`config.mk`:
```
export PLATFORM = sky130hd
export DESIGN_NAME = tga_rle_packet_decoder
export DESIGN_NICKNAME = d
export VERILOG_FILES = /design/src/rtl/trle_pkg.sv /design/src/rtl/trle_front.sv /design/src/rtl/trle_queue.sv /design/src/rtl/trle_back.sv /design/src/rtl/tga_rle_packet_decoder.sv
export SDC_FILE = /design/constraint.sdc
export NUM_CORES = 1
export LEC_CHECK = 0
export BUFFER_PORTS_ARGS = -buffer_cell sky130_fd_sc_hd__buf_4
export CORE_ASPECT_RATIO = 1.25
export CORE_MARGIN = 5
export CORE_UTILIZATION = 45
export DETAILED_ROUTE_END_ITERATION = 6
export GPL_ROUTABILITY_DRIVEN = 0
export GPL_TIMING_DRIVEN = 0
export HOLD_SLACK_MARGIN = 0.03
export PLACE_DENSITY = 0.72
export SLEW_MARGIN = 20
export SYNTH_ARGS = -nofsm -noshare
export SYNTH_HDL_FRONTEND = slang
export SYNTH_HIERARCHICAL = 1
export SYNTH_SLANG_ARGS = --single-unit
```
`constraint.sdc`:
```
create_clock -name clk -period 9.9 [get_ports clk]
set_input_delay 1.98 -clock clk [delete_from_list [all_inputs] [get_ports clk]]
set_output_delay 1.98 -clock clk [all_outputs]
set_load 0.1 [all_outputs]
```
`src/rtl/trle_pkg.sv`:
```
package trle_pkg;

	localparam int BPP_W      = 3;
	localparam int COUNT_W    = 32;
	localparam int PIXEL_W    = 32;
	localparam int REPEAT_W   = 8;
	localparam int BYTE_W     = 8;
	localparam int CFG_IDX_W  = 1;
	localparam int CFG_DATA_W = 32;
	localparam int QUEUE_DEPTH = 2;
	localparam int QUEUE_PTR_W = 1;
	localparam int QUEUE_CNT_W = 2;

	localparam logic [CFG_IDX_W-1:0] REG_BYTES_PER_PIXEL = 1'b0;
	localparam logic [CFG_IDX_W-1:0] REG_PIXEL_COUNT     = 1'b1;

	localparam logic [BPP_W-1:0]   BPP_RESET   = 3'd4;
	localparam logic [COUNT_W-1:0] COUNT_RESET = 32'd1;

	// One finished pixel handed from the packet parser to the pixel counter.
	typedef struct packed {
		logic [PIXEL_W-1:0]  color;
		logic [REPEAT_W-1:0] wanted;
		logic                more;
		logic                new_image;
	} pixel_rec_t;

	// Sizes of zero act as one and sizes above four act as four.
	function automatic logic [BPP_W-1:0] clamp_bpp(input logic [BPP_W-1:0] raw);
		logic [BPP_W-1:0] r;
		begin
			r = raw;
			if (raw == 3'd0) begin
				r = 3'd1;
			end else if (raw > 3'd4) begin
				r = 3'd4;
			end
			return r;
		end
	endfunction

endpackage

```
`src/rtl/trle_front.sv`:
```
module trle_front (
	input  logic                          clk,
	input  logic                          arst_n,
	input  logic                          accept,
	input  logic [trle_pkg::BYTE_W-1:0]   data_byte,
	input  logic                          image_start,
	input  logic [trle_pkg::BPP_W-1:0]    bytes_per_pixel,
	output logic                          push,
	output trle_pkg::pixel_rec_t          rec
);
	import trle_pkg::*;

	logic                awaiting_q;
	logic                run_q;
	logic [REPEAT_W-1:0] left_q;
	logic [1:0]          slot_q;
	logic [PIXEL_W-1:0]  color_q;
	logic                new_image_q;

	logic                is_header;
	logic [BPP_W-1:0]    bpp;
	logic                pixel_done;
	logic [PIXEL_W-1:0]  color_next;
	logic [REPEAT_W-1:0] left_after;

	always_comb begin
		is_header  = image_start | awaiting_q;
		bpp        = clamp_bpp(bytes_per_pixel);
		color_next = color_q | ({{(PIXEL_W-BYTE_W){1'b0}}, data_byte} << {slot_q, 3'b000});
		pixel_done = ({1'b0, slot_q} + 3'd1) >= bpp;
		left_after = run_q ? '0 : left_q - 8'd1;
		push       = accept & ~is_header & pixel_done;
		rec.color     = color_next;
		rec.wanted    = run_q ? left_q : 8'd1;
		rec.more      = left_after != '0;
		rec.new_image = new_image_q;
	end

	always_ff @(posedge clk or negedge arst_n) begin
		if (!arst_n) begin
			awaiting_q  <= 1'b1;
			run_q       <= 1'b0;
			left_q      <= '0;
			slot_q      <= '0;
			new_image_q <= 1'b0;
		end else if (accept) begin
			if (is_header) begin
				awaiting_q <= 1'b0;
				run_q      <= data_byte[7];
				left_q     <= data_byte[7] ? data_byte - 8'd127 : data_byte + 8'd1;
				slot_q     <= '0;
				if (image_start) begin
					new_image_q <= 1'b1;
				end
			end else if (pixel_done) begin
				slot_q      <= '0;
				left_q      <= left_after;
				awaiting_q  <= left_after == '0;
				new_image_q <= 1'b0;
			end else begin
				slot_q <= slot_q + 2'd1;
			end
		end
	end

	always_ff @(posedge clk) begin
		if (accept) begin
			if (is_header || pixel_done) begin
				color_q <= '0;
			end else begin
				color_q <= color_next;
			end
		end
	end

endmodule

```
`src/rtl/trle_queue.sv`:
```
module trle_queue (
	input  logic                 clk,
	input  logic                 arst_n,
	input  logic                 push,
	input  trle_pkg::pixel_rec_t push_rec,
	input  logic                 pop,
	output trle_pkg::pixel_rec_t head,
	output logic                 empty,
	output logic                 full
);
	import trle_pkg::*;

	pixel_rec_t             mem_q [QUEUE_DEPTH];
	logic [QUEUE_PTR_W-1:0] wr_q;
	logic [QUEUE_PTR_W-1:0] rd_q;
	logic [QUEUE_CNT_W-1:0] cnt_q;

	assign empty = cnt_q == '0;
	assign full  = cnt_q == QUEUE_CNT_W'(QUEUE_DEPTH);
	assign head  = mem_q[rd_q];

	always_ff @(posedge clk or negedge arst_n) begin
		if (!arst_n) begin
			wr_q  <= '0;
			rd_q  <= '0;
			cnt_q <= '0;
		end else begin
			if (push) begin
				wr_q <= wr_q + 1'b1;
			end
			if (pop) begin
				rd_q <= rd_q + 1'b1;
			end
			if (push && !pop) begin
				cnt_q <= cnt_q + 2'd1;
			end else if (pop && !push) begin
				cnt_q <= cnt_q - 2'd1;
			end
		end
	end

	always_ff @(posedge clk) begin
		if (push) begin
			mem_q[wr_q] <= push_rec;
		end
	end

endmodule

```
`src/rtl/trle_back.sv`:
```
module trle_back (
	input  logic                          clk,
	input  logic                          arst_n,
	input  trle_pkg::pixel_rec_t          head,
	input  logic                          empty,
	input  logic [trle_pkg::COUNT_W-1:0]  pixel_count,
	output logic                          pop,
	input  logic                          out_ready,
	output logic                          out_valid,
	output logic [trle_pkg::PIXEL_W-1:0]  pixel_value,
	output logic [trle_pkg::REPEAT_W-1:0] repeat_count,
	output logic                          image_end,
	output logic                          overrun
);
	import trle_pkg::*;

	logic [COUNT_W-1:0]  done_q;
	logic                complete_q;
	logic                valid_q;
	logic [PIXEL_W-1:0]  value_q;
	logic [REPEAT_W-1:0] count_q;
	logic                end_q;
	logic                over_q;

	logic [COUNT_W-1:0]  done_eff;
	logic                complete_eff;
	logic [COUNT_W-1:0]  total;
	logic [COUNT_W-1:0]  room;
	logic                at_end;
	logic                over;
	logic [REPEAT_W-1:0] n;
	logic                drop;

	always_comb begin
		done_eff     = head.new_image ? '0 : done_q;
		complete_eff = head.new_image ? 1'b0 : complete_q;
		total        = (pixel_count == '0) ? COUNT_RESET : pixel_count;
		room         = (done_eff < total) ? total - done_eff : COUNT_W'(1);
		at_end       = {{(COUNT_W-REPEAT_W){1'b0}}, head.wanted} >= room;
		n            = at_end ? room[REPEAT_W-1:0] : head.wanted;
		over         = ({{(COUNT_W-REPEAT_W){1'b0}}, head.wanted} > room) | (at_end & head.more);
		pop          = ~empty & (~valid_q | out_ready);
		drop         = complete_eff;
	end

	always_ff @(posedge clk or negedge arst_n) begin
		if (!arst_n) begin
			done_q     <= '0;
			complete_q <= 1'b0;
			valid_q    <= 1'b0;
		end else begin
			if (pop) begin
				if (drop) begin
					done_q     <= done_eff;
					complete_q <= complete_eff;
				end else begin
					done_q     <= done_eff + {{(COUNT_W-REPEAT_W){1'b0}}, n};
					complete_q <= at_end;
				end
			end
			if (pop && !drop) begin
				valid_q <= 1'b1;
			end else if (out_ready) begin
				valid_q <= 1'b0;
			end
		end
	end

	always_ff @(posedge clk) begin
		if (pop && !drop) begin
			value_q <= head.color;
			count_q <= n;
			end_q   <= at_end;
			over_q  <= over;
		end
	end

	assign out_valid    = valid_q;
	assign pixel_value  = value_q;
	assign repeat_count = count_q;
	assign image_end    = end_q;
	assign overrun      = over_q;

endmodule

```
`src/rtl/tga_rle_packet_decoder.sv`:
```
// Decodes run-length coded TGA pixel data, one byte a cycle on the input, and gives one
// pixel with its repeat count per request on the output, at up to one result a cycle. A
// packet parser builds pixels from the bytes and hands them through a two-entry queue to a
// pixel counter, which clips packets at the configured pixel count and sets tlast on the
// result that completes the image; later bytes are dropped until tuser marks a new image.
// The input stalls only when the queue is full because the output is held. Configuration
// writes are always taken and must only be made while the block is idle.
module tga_rle_packet_decoder (
	input  logic                            clk,
	input  logic                            arst_n,
	input  logic                            s_tvalid,
	output logic                            s_tready,
	input  logic [7:0]                      s_tdata,  // data_byte [7:0]
	input  logic                            s_tuser,  // image_start
	output logic                            m_tvalid,
	input  logic                            m_tready,
	output logic [39:0]                     m_tdata,  // pixel_value [31:0], repeat_count [39:32]
	output logic                            m_tlast,
	output logic                            m_tuser,  // overrun
	input  logic                            cfg_valid,
	output logic                            cfg_ready,
	input  logic [trle_pkg::CFG_IDX_W-1:0]  cfg_index,
	input  logic [trle_pkg::CFG_DATA_W-1:0] cfg_data
);
	import trle_pkg::*;

	logic [BPP_W-1:0]    bpp_q;
	logic [COUNT_W-1:0]  pixel_count_q;
	logic                accept;
	logic                push;
	logic                pop;
	logic                empty;
	logic                full;
	pixel_rec_t          push_rec;
	pixel_rec_t          head;
	logic [PIXEL_W-1:0]  pixel_value;
	logic [REPEAT_W-1:0] repeat_count;

	assign cfg_ready = 1'b1;
	assign s_tready  = ~full;
	assign accept    = s_tvalid & s_tready;
	assign m_tdata   = {repeat_count, pixel_value};

	always_ff @(posedge clk or negedge arst_n) begin
		if (!arst_n) begin
			bpp_q         <= BPP_RESET;
			pixel_count_q <= COUNT_RESET;
		end else if (cfg_valid && cfg_ready) begin
			case (cfg_index)
				REG_BYTES_PER_PIXEL: bpp_q         <= cfg_data[BPP_W-1:0];
				REG_PIXEL_COUNT:     pixel_count_q <= cfg_data[COUNT_W-1:0];
				default:             ;
			endcase
		end
	end

	trle_front u_front (
		.clk             (clk),
		.arst_n          (arst_n),
		.accept          (accept),
		.data_byte       (s_tdata),
		.image_start     (s_tuser),
		.bytes_per_pixel (bpp_q),
		.push            (push),
		.rec             (push_rec)
	);

	trle_queue u_queue (
		.clk      (clk),
		.arst_n   (arst_n),
		.push     (push),
		.push_rec (push_rec),
		.pop      (pop),
		.head     (head),
		.empty    (empty),
		.full     (full)
	);

	trle_back u_back (
		.clk          (clk),
		.arst_n       (arst_n),
		.head         (head),
		.empty        (empty),
		.pixel_count  (pixel_count_q),
		.pop          (pop),
		.out_ready    (m_tready),
		.out_valid    (m_tvalid),
		.pixel_value  (pixel_value),
		.repeat_count (repeat_count),
		.image_end    (m_tlast),
		.overrun      (m_tuser)
	);

	a_overrun_ends_image: assert property (@(posedge clk) disable iff (!arst_n)
		m_tvalid && m_tuser |-> m_tlast)
		else $error("overrun flagged on a result that does not end the image");

	a_repeat_range: assert property (@(posedge clk) disable iff (!arst_n)
		m_tvalid |-> (m_tdata[39:32] != 8'd0) && (m_tdata[39:32] <= 8'd128))
		else $error("repeat count out of range");

	a_stall_only_when_held: assert property (@(posedge clk) disable iff (!arst_n)
		!s_tready |-> m_tvalid)
		else $error("input stalled while no result is held");

endmodule
```
* Word level (Yosys, flattened, before mapping)
Memories as Yosys holds them, arrays and structs flattened.
Index checks and enable logic that the tools add are counted.
** Operators by class
- Multipliers :: 0
- Magnitude comparators :: 5
- Add/sub/neg operators :: 11
- Reduce and logical (&&, ||, !) cells :: 20
- Bitwise operators :: 14
- Mux-type cells :: 27
- Shift-type cells :: 1
- Div/mod/pow operators :: 0
- Equal/unequal tests :: 2
** Operators by type and width (count)
- 32-bit two-way mux :: 4
- 8-bit two-way mux :: 6
- 32-bit by 8-bit adder with 32-bit output :: 1
- 8-bit by 32-bit >= comparator with 1-bit output :: 1
- 8-bit by 32-bit greater-than comparator with 1-bit output :: 1
- 32-bit logical NOT :: 1
- 32-bit < comparator :: 1
- 32-bit bitwise OR :: 1
- 8-bit by 5-bit left shift with 32-bit output :: 1
- 32-bit subtractor :: 1
- 1-bit two-way mux :: 11
- 8-bit by 1-bit adder with 8-bit output, second input constant :: 1
- 8-bit logical NOT :: 1
- 2-bit two-way mux :: 4
- 2-bit AND reduction :: 4
- 8-bit nonzero test :: 1
- 8-bit by 1-bit subtractor with 8-bit output, second input constant :: 1
- 8-bit by 7-bit subtractor with 8-bit output, second input constant :: 1
- 3-bit two-way mux :: 2
- 2-bit nonzero test :: 3
- 1-bit AND :: 5
- 1-bit inverter :: 5
- 2-bit by 1-bit adder with 2-bit output, second input constant :: 2
- 2-bit by 1-bit adder with 3-bit output, second input constant :: 1
- other kinds (13) :: 20
** Storage, ports and cells
- ROM bits :: 0
- Bits of input ports :: 47
- Bits in writable memories :: 84
- Bits in latches :: 0
- Flip-flop bits (word level) :: 160
- Memories :: 1
- Logic and storage cells :: 99
- Output and inout port bits :: 45
** Memory list
- u_queue.mem_q :: depth 2, width 42, read ports 1, clocked after Yosys merged registers in 0, write ports 1, line trle_queue.sv:13 : pixel_rec_t mem_q [QUEUE_DEPTH];

* Longest topological paths before layout
Gate-level depths: netlist of run 1.
- Word-level depth :: 9
- Mapped depth :: 40
- Gate-level depth less buffers :: 37

* Modules after synthesis
Netlist of run 1, hierarchy kept.
** Modules (own cells, without submodules)
- trle_back :: sequential area each 2112.0 um2, cells an instance 673, area an instance 5930.7 um2, times used 1
- trle_queue :: sequential area each 2622.5 um2, cells an instance 147, area an instance 3419.5 um2, times used 1
- trle_front :: sequential area each 1287.5 um2, cells an instance 232, area an instance 2466.1 um2, times used 1
- tga_rle_packet_decoder :: sequential area each 878.3 um2, cells an instance 79, area an instance 1326.3 um2, times used 1

* Worst setup path before layout of run 1
OpenSTA, ideal clock, no wires.
- Path type :: register -> register
- Start :: register u_queue.rd_q
- End :: register u_back.done_q[21]
- Data arrival time :: 7329 ps
- Buffers on the path :: 5
- Cell stages (with the launch flop) :: 40
- Library setup time :: 141 ps
- Data required time :: 9759 ps
- Setup slack :: 2430 ps
- Cells stage by stage :: dfrtp_1 > buf_6 > buf_12 > mux2_4 > clkbuf_1 > clkbuf_1 > nor2b_1 > ha_1 > fa_1 > nand2b_1 > a21oi_2 > o21ai_0 > a41o_1 > o21ai_0 > nand2b_1 > a31oi_1 > nand2b_1 > ha_1 > (+4 left out) > o21ai_0 > nand2b_1 > a31oi_1 > or2_2 > o31ai_4 > buf_6 > o22ai_1 > ha_1 > a21o_1 > a21oi_1 > o21bai_1 > a21oi_1 > o21bai_1 > a41oi_1 > nor2_1 > nand3_1 > xor2_1 > o22ai_1
** RTL lines
- start: declaration :: line trle_queue.sv:15 : logic [QUEUE_PTR_W-1:0] rd_q;
- start signal: assignment :: line trle_queue.sv:32 : rd_q <= rd_q + 1'b1;
- end signal: assignment :: line trle_back.sv:54 : done_q <= done_eff;
- end signal: assignment :: line trle_back.sv:57 : done_q <= done_eff + {{(COUNT_W-REPEAT_W){1'b0}}, n};
- end: declaration :: line trle_back.sv:17 : logic [COUNT_W-1:0] done_q;

==> impl_metrics.py, run 1 <==
metrics = {
    "run_status": {
        "status": "completed",
    },
    "detailed_routing": {
        "ant_nets": 0,
        "detail_route.first_pass.iterations": 5,
        "drcViolationCount": 0,
        "num_vias": 9028,
        "vias_per_cell": 5.41,
        "drt-wirelength-per-cell_um": 18.0,
        "drt-total-wl_um": 30000,
        "drt_iter0_drc": 589,
    },
    "clocking": {
        "cts_buffer_depth": 3,
        "cts_tree": "built",
        "postCtsHoldBufs": 0,
        "cts.sinks": 244,
        "htreeDepth": 1,
        "cts_buffers": 26,
        "clk_pin_slew_worst_paths_ns": 0.06,
        "root_buffer": "clkbuf_16",
        "clock_latency_ns": 0.54,
    },
    "worst_setup_path": {
        "path_class": "flip-flop to flip-flop",
        "crit_path_frequent_cell": "nand2b_1",
        "rrSetupSlack_ns": 0.75,
        "cp_slowest_stage_delay_ns": 0.53,
        "required_ns": 10.29,
        "r2r-start": "u_queue/rd_q",
        "crit_family": "compound AO/OA/AOI/OAI gates",
        "worst-path-buf-inv": 5,
        "cpMaxStageDelayCell": "a41oi_1",
        "cp-end-kind": "flip-flop",
        "timing.rr.end": "u_back/done_q[21]",
        "critPathArrivalTime_ns": 9.54,
        "startpoint_type": "flip-flop",
        "worst-path-max-fanout": 10,
        "rr_worst_depth": 39,
    },
    "power_and_ir_drop": {
        "leakagePower_nw": 6.12,
        "power_frac_clock_pct": 19.6,
        "seq_power_share_pct": 32.6,
        "p_switching_mw": 2.11,
        "powerDensity_nw_per_um2": 319,
        "comb_power_share_pct": 47.8,
        "switching_share_pct": 43.1,
        "p_int_mw": 2.78,
        "peakVddDrop_uv": 255,
    },
    "worst_hold_path": {
        "min_to": "u_back/done_q[0]",
        "min_from": "u_back/done_q[0]",
        "hp-class": "flip-flop to flip-flop",
        "hold_depth": 2,
    },
    "sta": {
        "worst_slew_pin_slew_ns": 0.808,
        "drv_slew": 0,
        "finalSetupViolCount": 0,
        "setup_tns_ns": 0,
        "max_freq_ghz": 0.109,
        "slew_headroom_pct": 46.2,
        "period_needed_ns": 9.15,
        "post-route-period-util_pct": 92.5,
        "rsz0062_at_grt": "no",
        "hold_viol_final": 0,
        "skew_ns": 0.0126,
    },
    "synthesis": {
        "yosys_warnings": 6,
        "synthXorXnorAreaFrac_pct": 3.87,
        "syn_inst": 1131,
        "synth_area_um2": 13100,
        "synth_cell_type_count": 80,
        "synth.area.top_cells": "edfxtp_1, dfrtp_1, ha_1",
        "synth_top_area_cell": "edfxtp_1",
        "synth_adder_area_share_pct": 5.54,
        "postSynthNetCount": 1235,
        "synth.avg_cell_area_um2": 11.6,
        "ys_seq_area_share_pct": 52.5,
        "synth_edf_count": 158,
        "synth-simple-area-share_pct": 13.8,
        "ys_ff_latch": 244,
        "synth-compound-area-share_pct": 11.4,
        "synth_mux_area_share_pct": 8.42,
        "synth_top_family_by_area": "simple AND/OR/NAND/NOR gates",
        "synthArstFlopShare_pct": 35.2,
        "netlist.area_leader.share_pct": 36.1,
        "synth_flop_cell": "edfxtp_1",
    },
    "floorplan": {
        "die_area_um2": 32700,
        "die_x_um": 163,
        "io_pins": 92,
        "rows": 70,
        "dieHeight_um": 201,
        "initial_utilization_pct": 45.2,
        "core_um2": 29100,
    },
    "global_routing": {
        "antenna_found_initial": 0,
        "grt_overflow": 0,
        "grt_pass1_vias": 9270,
        "grt.total_usage_pct": 18.0,
        "grt_max_degree": 87,
        "grt_pass1_wl_um": 47500,
    },
    "final_layout": {
        "final_nets": 1356,
        "final_cells": 1668,
        "design_area_um2": 15300,
        "diodes": 0,
        "syn2layout_area_growth_pct": 16.4,
        "drive_gt1_share_pct": 21.4,
    },
    "job": {
        "maxCapViolCount": 0,
    },
    "place": {
        "io_buffers": 88,
        "dp_hpwl_um": 22200,
        "place_area_um2": 14400,
        "dp_cells": 1620,
    },
}
## cells in the mapped netlist, drive strengths merged (24+ instances only)
library cell	instances
a21oi	52
xor2	28
buf	26
a21o	44
nor2b	36
nand2b	41
ha	55
xnor2	30
nand3	24
mux2	79
edfxtp	158
nand2	97
nor2	44
clkbuf	51
inv	45
o21ai	40
dfrtp	83
## state kept, by name, indices dropped and copies added, names as in the netlist
register / count
bpp_q: 3
pixel_count_q: 32
u_back/complete_q: 1
u_back/done_q: 32
u_back/image_end: 1
u_back/out_valid: 1
u_back/overrun: 1
u_back/pixel_value: 32
u_back/repeat_count: 8
u_front/awaiting_q: 1
u_front/color_q: 32
u_front/left_q: 8
u_front/new_image_q: 1
u_front/run_q: 1
u_front/slot_q: 2
u_queue/cnt_q: 2
u_queue/mem_q: 84
u_queue/rd_q: 1
u_queue/wr_q: 1
## through the flow
stage               power (mW)  hold WS [ns]  setup WS, ns  utilization [%]
global route              5.14         0.506         0.101             52.6
detailed placement        3.93         0.465         0.566             49.7
global placement          3.86         0.458         0.674             49.2
finish                    4.88         0.473         0.747             52.6
floorplan                 3.39         0.438          2.43                -
CTS                       4.92         0.479         0.531             52.6
## worst max path at each step
| stage | start | to | slack, ns | depth (start not counted) |
|---|---|---|---|---|
| after global routing | u_queue/rd_q | u_back/done_q[21] | 0.10 | 39 |
| final | u_queue/rd_q | u_back/done_q[21] | 0.75 | 39 |
| after CTS | u_queue/rd_q | u_back/done_q[21] | 0.53 | 39 |
| after detailed placement | u_queue/rd_q | u_back/done_q[21] | 0.57 | 39 |
| after floorplan | u_queue/rd_q | u_back/done_q[21] | 2.43 | 39 |
| after global placement | u_queue/rd_q | u_back/done_q[21] | 0.67 | 39 |
## routing by layer
| metal | global-route usage (%) | vias to the layer above | part of all wire, % |
|---|---|---|---|
| met3 | 2.81 | 72 | 4.5 |
| met1 | 20.5 | 4380 | 39 |
| met5 | 0 | - | 0 |
| met2 | 32.7 | 243 | 52 |
| li1 | - | 4333 | - |
| met4 | 8.42 | 0 | 4.9 |
## tightest hold or removal path, cell delays in order, from the launching register on
cell and delay, ns:
dfrtp_1 0.33, nand2_1 0.05, nand2_1 0.06
## power groups by stage
| stage | sequential (mW) | combinational [mW] | clock, mW |
|---|---|---|---|
| 6_report | 1.59 | 2.33 | 0.959 |
| 5_1_grt | 1.62 | 2.49 | 1.03 |
| 2_1_floorplan | 2.22 | 1.17 | 0 |
| 3_5_place_dp | 1.61 | 2.33 | 0 |
| 3_3_place_gp | 1.61 | 2.25 | 0 |
| 4_1_cts | 1.59 | 2.34 | 0.983 |
## kinds of logic (layout without fill, tap and decap cells)
| logic type | Yosys count | count (layout) |
|---|---|---|
| other | 1 | 1 |
| DFF | 244 | 244 |
| adders and majority gates | 57 | 57 |
| xor gates and xnor gates | 58 | 58 |
| and+or+nand+nor | 344 | 344 |
| muxes | 86 | 86 |
| buffers and inverters | 122 | 263 |
| AOI/OAI and AO/OA | 219 | 219 |
## layout by cell type, fill, tap and decap left out, drive strengths merged, types with 41 or more instances in the layout
cell      n
a21o     44
a21oi    52
buf     119
clkbuf   81
dfrtp    83
edfxtp  158
ha       55
inv      50
mux2     79
nand2    97
nand2b   41
nor2     44
## final cells by class
class	instances	area [um2]
clock buffer	30	666
sequential	244	6900
timing repair buffer	93	795
tap	396	495
inverter	45	169
fill	2587	13800
buffer	77	415
multi-input combinational	765	5680
clock inverter	18	183
## repair_timing
item	in CTS	in global routing
buffers inserted	0	0
endpoints found under the setup margin	0	10
resized for setup	0	1
Note: power is estimated with default switching activity, not from simulation.
==> inputs of run 2 (changes only) <==
- ABC_AREA: default -> 1
==> impl_metrics.py, run 2 <==
metrics = {
    "worst_setup_path": {
        "cpMaxStageDelayCell": "clkbuf_1",
        "startpoint_type": "flip-flop",
        "path_class": "flip-flop to flip-flop",
        "crit_path_frequent_cell": "nand2_1",
        "rr_worst_depth": 45,
        "r2r-start": "u_queue/rd_q",
        "required_ns": 10.35,
        "timing.rr.end": "u_back/done_q[22]",
        "crit_path_end": "u_back/done_q[22]",
        "critPathArrivalTime_ns": 8.43,
        "worst-path-max-fanout": 10,
        "rrSetupSlack_ns": 1.92,
        "cp_slowest_stage_delay_ns": 0.51,
        "critPathLaunch": "u_queue/rd_q",
        "cp-end-kind": "flip-flop",
    },
    "clocking": {
        "cts_tree": "built",
        "cts_buffer_depth": 3,
        "clk_pin_slew_worst_paths_ns": 0.06,
        "ctsResizeCount": 0,
        "clock_latency_ns": 0.55,
        "cts.sinks": 244,
        "cts_setup_buffers": 0,
        "postCtsHoldBufs": 0,
        "cts_buffers": 26,
        "htreeDepth": 1,
        "root_buffer": "clkbuf_16",
    },
    "power_and_ir_drop": {
        "switching_share_pct": 45.1,
        "seq_power_share_pct": 31.0,
        "peakVddDrop_uv": 252,
        "power_frac_clock_pct": 19.7,
        "p_switching_mw": 2.28,
        "powerDensity_nw_per_um2": 302,
        "leakagePower_nw": 8.09,
        "comb_power_share_pct": 49.2,
        "p_int_mw": 2.78,
        "power.total_mw": 5.06,
    },
    "place": {
        "io_buffers": 87,
        "dp_hpwl_um": 26100,
    },
    "synthesis": {
        "synth_top_family_by_area": "simple AND/OR/NAND/NOR gates",
        "synthArstFlopShare_pct": 35.2,
        "synth_cell_type_count": 51,
        "postSynthNetCount": 1862,
        "synth.avg_cell_area_um2": 8.29,
        "synth_area_um2": 14600,
        "synth_edf_count": 158,
        "yosysMostFrequentCell": "nand2_1",
        "synth_common_cells": "nand2_1, inv_1, edfxtp_1",
        "synth.area.top_cells": "edfxtp_1, dfrtp_1, nand2_1",
        "synth_adder_area_share_pct": 4.99,
        "synth_top_area_cell": "edfxtp_1",
        "synth-compound-area-share_pct": 4.02,
        "syn_inst": 1758,
        "synth-simple-area-share_pct": 26.6,
        "synthXorXnorAreaFrac_pct": 1.80,
        "synth_mux_area_share_pct": 4.25,
        "ys_seq_area_share_pct": 47.3,
        "synth_flop_cell": "edfxtp_1",
        "ys_ff_latch": 244,
        "netlist.area_leader.share_pct": 32.5,
        "yosys_warnings": 6,
    },
    "worst_hold_path": {
        "min_from": "pixel_count_q[0]",
        "hp-class": "flip-flop to flip-flop",
    },
    "sta": {
        "holdWs_ns": 0.474,
        "slew_headroom_pct": 43.9,
        "rsz0062_at_grt": "no",
        "worst_slew_pin_slew_ns": 0.842,
        "max_freq_ghz": 0.125,
        "finalSetupViolCount": 0,
        "period_needed_ns": 7.98,
        "setup_tns_ns": 0,
        "skew_ns": 0.0144,
        "hold_viol_final": 0,
        "post-route-period-util_pct": 80.6,
        "drv_slew": 0,
    },
    "global_routing": {
        "grt_pass1_wl_um": 56200,
        "grt_pass1_vias": 11390,
        "grt_overflow": 0,
        "grt_max_degree": 87,
        "antenna_found_initial": 0,
        "grt.total_usage_pct": 19.2,
    },
    "detailed_routing": {
        "ant_nets": 0,
        "num_vias": 11696,
        "drt-wirelength-per-cell_um": 15.1,
        "drt_iter0_drc": 883,
        "vias_per_cell": 5.07,
        "detail_route.first_pass.iterations": 5,
        "drt-total-wl_um": 34800,
        "drcViolationCount": 0,
    },
    "final_layout": {
        "final_nets": 1980,
        "regMostFlops": "u_queue/mem_q",
        "diodes": 0,
        "syn2layout_area_growth_pct": 14.8,
        "final_cell_mix": "nand2_1, inv_1, edfxtp_1",
        "largest_register_ffs": 84,
        "n_fill_cell": 2922,
        "layout_commonest_cell": "nand2_1",
        "drive_gt1_share_pct": 13.4,
    },
    "floorplan": {
        "core_um2": 31900,
        "io_pins": 92,
        "die_area_um2": 36100,
        "initial_utilization_pct": 45.7,
        "dieHeight_um": 211,
        "rows": 73,
        "die_x_um": 171,
    },
    "job": {
        "maxCapViolCount": 0,
    },
    "run_status": {
        "status": "completed",
    },
}
run 2: per-layer routing:
layer  GRT usage, %  share of wire [%]  vias up
met5              0                  0        -
met4           8.14                4.3        0
met3           2.56                5.0       71
met2           34.1                 51      331
met1           23.4                 40     5461
li1               -                  -     5833
run 2: layout make-up:
class / count / area, um2 / area share, %
tap: 412 / 515 / 3.08
buffer: 72 / 448 / 2.68
inverter: 308 / 1160 / 6.93
clock buffer: 29 / 662 / 3.96
sequential: 244 / 6900 / 41.2
timing repair buffer: 90 / 732 / 4.38
multi-input combinational: 1134 / 6090 / 36.4
clock inverter: 19 / 223 / 1.33
run 2: critical path, delay by kind of cell, from the launching register on:
| family | cells | cell delay (ns) |
|---|---|---|
| and+or+nand+nor | 26 | 3.10 |
| AOI/OAI and AO/OA | 6 | 1.25 |
| buffers and inverters | 8 | 1.64 |
| DFF | 1 | 0.35 |
| muxes | 1 | 0.30 |
| adders and majority gates | 4 | 1.15 |
run 2: logic make-up after synthesis:
| kind of cell | Yosys count |
|---|---|
| adders and majority gates | 57 |
| xor gates and xnor gates | 30 |
| buffers and inverters | 380 |
| AOI/OAI and AO/OA | 104 |
| other | 1 |
| DFF | 244 |
| and+or+nand+nor | 900 |
| muxes | 42 |
run 2: power groups by stage:
stage                     logic [mW]  registers [mW]  clock network, mW
final                           2.49            1.57              0.999
after global placement          2.41            1.59                  0
after floorplan                 1.32            2.17                  0
after CTS                       2.49            1.57               1.02
after global routing            2.72            1.59               1.07
after detailed placement        2.47            1.59                  0
run 2: how the worst min path moves through the flow:
stage,endpoint,slack (ns),cells past startpoint
global route,u_queue/cnt_q[1],0.51,2
global placement,pixel_count_q[0],0.46,2
CTS,pixel_count_q[0],0.48,2
floorplan,bpp_q[0],0.44,2
detailed placement,pixel_count_q[0],0.47,2
finish,pixel_count_q[0],0.47,2
run 2: per-stage QoR:
| step | instance area (um2) | setup slack (ns) | std cells | util, % |
|---|---|---|---|---|
| final | 16700 | 1.92 | 2308 | 52.5 |
| after global routing | 16700 | 1.17 | 2308 | 52.5 |
| after CTS | 16700 | 2.08 | 2308 | 52.5 |
| after detailed placement | 15800 | 2.12 | 2260 | 49.7 |
| after global placement | 15700 | 1.55 | 2257 | 49.4 |
| after floorplan | 14600 | 3.60 | 1758 | - |
